$ cat src/sv/psc_pkg.sv
// Shared types, constants and saturation helpers for the soft clip waveshaper.
`timescale 1ns / 1ps

package psc_pkg;

	// Samples per transfer and foldback passes built into each lane.
	localparam int LANES      = 4;
	localparam int MAX_FOLDS  = 3;

	// Pipeline depth from the input register to the output register.
	localparam int NUM_STAGES = 13;

	localparam int APB_ADDR_W = 6;
	localparam int APB_DATA_W = 64;

	typedef logic signed [23:0] sample_t;
	typedef logic signed [39:0] coef_t;

	// Register map, one 64-bit slot per register.
	typedef enum logic [2:0] {
		REG_SHAPING_ENABLE,
		REG_POLY_ORDER,
		REG_FOLD_COUNT,
		REG_COEF_A3,
		REG_COEF_A5,
		REG_COEF_A7,
		REG_CLIP_LIMIT,
		REG_OUT_GAIN
	} reg_idx_t;

	typedef struct packed {
		logic        shaping_enable;
		logic        poly_order;
		logic [1:0]  fold_count;
		coef_t       coef_a3;
		coef_t       coef_a5;
		coef_t       coef_a7;
		logic [22:0] clip_limit;
		logic [23:0] out_gain;
	} psc_cfg_t;

	localparam coef_t       RST_COEF_A3    = -40'sd155345;
	localparam logic [22:0] RST_CLIP_LIMIT = 23'd786432;
	localparam logic [23:0] RST_OUT_GAIN   = 24'd65536;

	// 1.0 in Q19.20, last Horner constant.
	localparam coef_t       ONE_Q20        = 40'sd1048576;

	localparam logic signed [63:0] MAX40 = 64'sd549755813887;
	localparam logic signed [63:0] MIN40 = -64'sd549755813888;
	localparam logic signed [63:0] MAX24 = 64'sd8388607;
	localparam logic signed [63:0] MIN24 = -64'sd8388608;

	function automatic coef_t sat40(input logic signed [63:0] v);
		coef_t r;
		if (v > MAX40) begin
			r = MAX40[39:0];
		end else if (v < MIN40) begin
			r = MIN40[39:0];
		end else begin
			r = v[39:0];
		end
		return r;
	endfunction

	function automatic sample_t sat24(input logic signed [63:0] v);
		sample_t r;
		if (v > MAX24) begin
			r = MAX24[23:0];
		end else if (v < MIN24) begin
			r = MIN24[23:0];
		end else begin
			r = v[23:0];
		end
		return r;
	endfunction

endpackage

$ cat src/sv/psc_regs.sv
// APB register file holding the shaper configuration.
`timescale 1ns / 1ps

module psc_regs (
	input  logic                           clk,
	input  logic                           arst_n,
	input  logic                           psel,
	input  logic                           penable,
	input  logic                           pwrite,
	input  logic [psc_pkg::APB_ADDR_W-1:0] paddr,
	input  logic [psc_pkg::APB_DATA_W-1:0] pwdata,
	output logic [psc_pkg::APB_DATA_W-1:0] prdata,
	output logic                           pready,
	output psc_pkg::psc_cfg_t              cfg
);
	import psc_pkg::*;

	psc_cfg_t cfg_q;
	reg_idx_t idx;

	// Slots are 8 bytes apart; the byte offset inside a slot is ignored.
	assign idx    = reg_idx_t'(paddr[5:3]);
	assign pready = 1'b1;
	assign cfg    = cfg_q;

	always_ff @(posedge clk or negedge arst_n) begin
		if (!arst_n) begin
			cfg_q.shaping_enable <= 1'b1;
			cfg_q.poly_order     <= 1'b0;
			cfg_q.fold_count     <= 2'd0;
			cfg_q.coef_a3        <= RST_COEF_A3;
			cfg_q.coef_a5        <= '0;
			cfg_q.coef_a7        <= '0;
			cfg_q.clip_limit     <= RST_CLIP_LIMIT;
			cfg_q.out_gain       <= RST_OUT_GAIN;
		end else if (psel && penable && pwrite) begin
			case (idx)
				REG_SHAPING_ENABLE: cfg_q.shaping_enable <= pwdata[0];
				REG_POLY_ORDER:     cfg_q.poly_order     <= pwdata[0];
				REG_FOLD_COUNT:     cfg_q.fold_count     <= pwdata[1:0];
				REG_COEF_A3:        cfg_q.coef_a3        <= pwdata[39:0];
				REG_COEF_A5:        cfg_q.coef_a5        <= pwdata[39:0];
				REG_COEF_A7:        cfg_q.coef_a7        <= pwdata[39:0];
				REG_CLIP_LIMIT:     cfg_q.clip_limit     <= pwdata[22:0];
				REG_OUT_GAIN:       cfg_q.out_gain       <= pwdata[23:0];
				default: ;
			endcase
		end
	end

	always_comb begin
		case (idx)
			REG_SHAPING_ENABLE: prdata = {63'd0, cfg_q.shaping_enable};
			REG_POLY_ORDER:     prdata = {63'd0, cfg_q.poly_order};
			REG_FOLD_COUNT:     prdata = {62'd0, cfg_q.fold_count};
			REG_COEF_A3:        prdata = {{24{cfg_q.coef_a3[39]}}, cfg_q.coef_a3};
			REG_COEF_A5:        prdata = {{24{cfg_q.coef_a5[39]}}, cfg_q.coef_a5};
			REG_COEF_A7:        prdata = {{24{cfg_q.coef_a7[39]}}, cfg_q.coef_a7};
			REG_CLIP_LIMIT:     prdata = {41'd0, cfg_q.clip_limit};
			REG_OUT_GAIN:       prdata = {40'd0, cfg_q.out_gain};
			default:            prdata = '0;
		endcase
	end

endmodule

$ cat config.mk
export PLATFORM = sky130hd
export DESIGN_NAME = psc_regs
export DESIGN_NICKNAME = d
export VERILOG_FILES = /design/src/sv/psc_pkg.sv /design/src/sv/psc_regs.sv
export SDC_FILE = /design/constraint.sdc
export NUM_CORES = 1
export LEC_CHECK = 0
export ABC_CLOCK_PERIOD_IN_PS = 12660
export BUFFER_PORTS_ARGS = -buffer_cell sky130_fd_sc_hd__buf_2
export CAP_MARGIN = 25
export CORE_MARGIN = 5
export CORE_UTILIZATION = 53
export DETAILED_ROUTE_END_ITERATION = 6
export GPL_TIMING_DRIVEN = 1
export PLACE_DENSITY = 0.84
export SKIP_CTS_REPAIR_TIMING = 1
export SYNTH_ARGS = -nofsm -noshare
export SYNTH_HDL_FRONTEND = slang
export SYNTH_SLANG_ARGS = --single-unit
export TNS_END_PERCENT = 20
$ cat constraint.sdc
create_clock -name clk -period 12.66 [get_ports clk]
set_input_delay 3.798 -clock clk [delete_from_list [all_inputs] [get_ports clk]]
set_output_delay 3.798 -clock clk [all_outputs]
set_load 0.005 [all_outputs]
==> results.md <==
- The cell that appears most often on the critical path is sky130_fd_sc_hd__buf_4.
- The number of antenna violations at the first check in global routing came to 0.
- The period utilization is approximately four fifths.
- The synthesized netlist occupies a cell area of between 0.007 and 0.008 mm^2.
- The register with the most flip-flops in the layout has 171 of them.
- The worst register-to-register path begins at cfg[88].
- Synthesis produced a netlist with a net count of 601.
- The final critical delay including setup and external delays is 9910 ps.
- Of the total power, the share spent switching nets is 27.0%.
- The CTS H-tree depth is 4.
- For the worst-skew pair, the clock arrives at the later sink with an insertion delay of 410 ps.
- The combinational power share is 21.9%.
- The number of buffer cells added on primary ports is ~280.
- The number of buffers and inverters on the critical path is 3.
- The critical-path maximum fanout is 48.
- Across all hold checks on the routed design, the worst slack comes to 523 ps.
- The clock group share of total power is 32.7%.
- After detailed routing, the average wire length per cell comes to about 22 um.
- The final net count is 852.
- For this run, design rule violations remaining after detail routing come to 0.
- Compared with the post-synthesis result, the final layout area differs by 24.7%.
- The number of vias after detailed routing is ~5600.
- The total of max-cap violations is 0.
- The power per cell area is 169 mW/mm^2.
- The clock input transition at the sequential cells of the worst setup and hold paths is 60 ps.
- The number of distinct library cells after synthesis is 33.
- STA classifies the critical path startpoint as an input pin.
- The full die area is 0.0174 mm^2.
- Cells with a size suffix above 1 make up 68.7% of the layout.
- The number of standard-cell rows in the floorplan is 44.
- The routability congestion estimate is just over 0.8.
- The analysis attributes to cell leakage a power of 4.99 nW.
- The worst-case IR drop observed on VDD is 0.108 mV.
- Setup repair after global routing left no endpoint under its margin.
- Entering global routing, the biggest net connects between 100 and 150 pins.
- For the pin with the worst max-slew slack, the measured transition is 983 ps.
- The wire length of the first global-routing pass is 34600 um.
- The sum of routed wire length over all layers is about 22000 um.
- The die is 132 um wide.
- The met2 wire length is between 10000 and 15000 um.
- The met3 routed wirelength is 1990 um.
- The first routing iteration left 259 violations.
- The internal portion of the total power is 1.22 mW.
- The topmost layer with routed signal wires is met4.
- The mean area per synthesized cell is 15.0 um^2.
- The final-report setup violation count is 0.
- The number of clock buffers inserted by TritonCTS is 17.
- The critical-path cell with the highest stage delay is sky130_fd_sc_hd__and3b_2.
- The Yosys step of the flow raised 0 warnings.
- Counting every instance in the synthesized netlist gives 526.
- The flow ran to the end, and the final reports show no timing, DRC or antenna violations.
- The cell count of the worst hold path is 1.
- Data arrives at the worst endpoint at 6110 ps.
- Adding up every negative setup slack in the final design gives 0 ps.
- For this run the aggregate overflow at the end of global routing stands at 0.
- The tree is rooted in a sky130_fd_sc_hd__clkbuf_16.
- The core footprint is 0.0146 mm^2.
- Clock skew on the completed layout was measured at 0 ps.
- The number of global-route vias before repair is 6151.
- Timing would allow up to 0.101 GHz.
- The routed via count divided by cell count is about 5.7.
- The critical hold path startpoint is cfg[17].
- Measured along the y axis, the die boundary spans 132 um.
- The completed layout was analyzed and its total power is 1.67 mW.
- The min-delay analysis places its worst path in the category reg -> reg.
- The routed length on met1 is 8460 um.
- The synthesized design contains approximately 170 register bits.
- The sequential cell area fraction in the yosys report is about 55%.
- The data required time of the worst path is 8860 ps.
- The clock tree from TritonCTS is yes.
- Counting cells, the worst reg-to-reg path comes to 1.
- Detailed placement ended at an HPWL of about 15000 um.
- The remaining number of nets flagged by the antenna check after routing is 0.
- In the post-route analysis, the smallest setup slack over all paths is 2750 ps.
- The setup slack of the worst register-to-register path is 11830 ps.
- Before CTS, the worst setup slack after placement is roughly 2800 ps.
- Counting buffers and inverters, the worst setup path is 6 cells deep.
- The critical path starts at paddr[3].
- The total count of hold-check failures in the final report was 0.
- The stage delay of the slowest cell on the critical path is 990 ps.
- The final count of pins violating max slew came to 0.
- The headroom to the max-slew limit is between 30% and 40%.
- For this configuration, the core starts out at a cell density of 54.1%.
- Counting along the longest clock path gives a buffer depth of 2.
- The boundary pin count is 311.
- For this design the total switching power over the nets is 0.451 mW.
- In this run, flip-flops and latches consume a little under half of the power.
- The kind of end point of the critical path is an output pin.
- The detailed-routing iteration count for the pre-antenna-repair pass is 4.
- The worst setup path is of the in -> out kind.
- For this run, the total global-route usage over all layers was measured as 25.0%.
- The signal on the critical path passes through buf_4, and3b_2, nand2_1, o21ai_0, buf_4, buf_2.
- Grouping stages by cell kind, the critical path spends the most delay in simple AND/OR/NAND/NOR gates.
- The clock sink count is around 170.
-- through the flow --
step,cells,util (%),instance area (um^2)
after floorplan,526,-,7900
after global placement,941,63.1,9200
after detailed placement,941,63.1,9200
after CTS,973,67.3,9820
after global routing,974,67.5,9850
final,975,67.5,9850
-- area by class of cell --
cell class	instances	area, um^2
clock inverters	11	169
well taps	184	230
clock buffers	21	450
repair buffers	290	1500
flip-flops and latches	171	4320
multi-input cells	295	3170
inverters	2	7.51
diodes	1	2.50
fillers	1008	4740
-- cell usage in the layout (no fill, tap or decap), types with 2 or more instances in the layout --
master / instances
sky130_fd_sc_hd__nand2b_1: 3
sky130_fd_sc_hd__buf_2: 280
sky130_fd_sc_hd__mux4_2: 22
sky130_fd_sc_hd__inv_1: 2
sky130_fd_sc_hd__buf_4: 8
sky130_fd_sc_hd__nor2_1: 4
sky130_fd_sc_hd__clkinv_2: 3
sky130_fd_sc_hd__bufinv_16: 4
sky130_fd_sc_hd__mux2_1: 13
sky130_fd_sc_hd__nor2_4: 4
sky130_fd_sc_hd__clkinv_4: 3
sky130_fd_sc_hd__clkbuf_1: 3
sky130_fd_sc_hd__a22o_1: 22
sky130_fd_sc_hd__o21ai_0: 17
sky130_fd_sc_hd__dfrtp_1: 136
sky130_fd_sc_hd__dfstp_2: 35
sky130_fd_sc_hd__mux2_2: 158
sky130_fd_sc_hd__mux2i_1: 19
sky130_fd_sc_hd__nand2_1: 19
sky130_fd_sc_hd__clkbuf_16: 17
-- synth_stat cells, drive strengths merged --
cell	instances	share of area, %
mux2	171	24
dfrtp	136	43
buf	52	5.0
dfstp	35	12
a22o	22	2.4
mux4	22	6.3
mux2i	19	2.4
nand2	19	0.90
o21ai	17	1.1
nor2	9	0.65
clkbuf	6	0.29
nand2b	3	0.24
inv	2	0.095
a211o	1	0.11
a21oi	1	0.063
a22oi	1	0.095
a32oi	1	0.11
and3b	1	0.11
conb	1	0.047
nand4	1	0.16
nand4b	1	0.30
nor3	1	0.063
o2bb2ai	1	0.11
o32a	1	0.13
or2b	1	0.095
or3	1	0.14
-- final timing paths --
| kind | end |
|---|---|
| min reg2reg | cfg[17] |
| min | cfg[17] |
| max | prdata[42] |
| max reg2reg | cfg[88] |
| min in group asynchronous | cfg[79] |
| max in group asynchronous | cfg[108] |
-- cell families after synthesis --
group	Yosys count	synth area share, %
buffers and inverters	60	5.35
multiplexers	212	33.1
AO/OA/AOI/OAI	45	4.13
flip-flops	171	54.7
other	1	0.0475
AND/OR/NAND/NOR	37	2.66
-- power by group through the flow --
stage / Clock [mW] / Combinational, mW / Sequential [mW]
after floorplan: 0 / 0.174 / 0.756
after global placement: 0 / 0.356 / 0.751
after detailed placement: 0 / 0.368 / 0.762
after CTS: 0.552 / 0.371 / 0.754
after global routing: 0.581 / 0.399 / 0.769
final: 0.545 / 0.365 / 0.755
-- layer usage --
metal / vias to the layer above / GRT usage (%)
met5: - / 0
met4: 0 / 8.46
met3: 38 / 8.24
met2: 265 / 41.7
met1: 2857 / 30.9
li1: 2408 / -
Power figures use the tool's default switching activity.
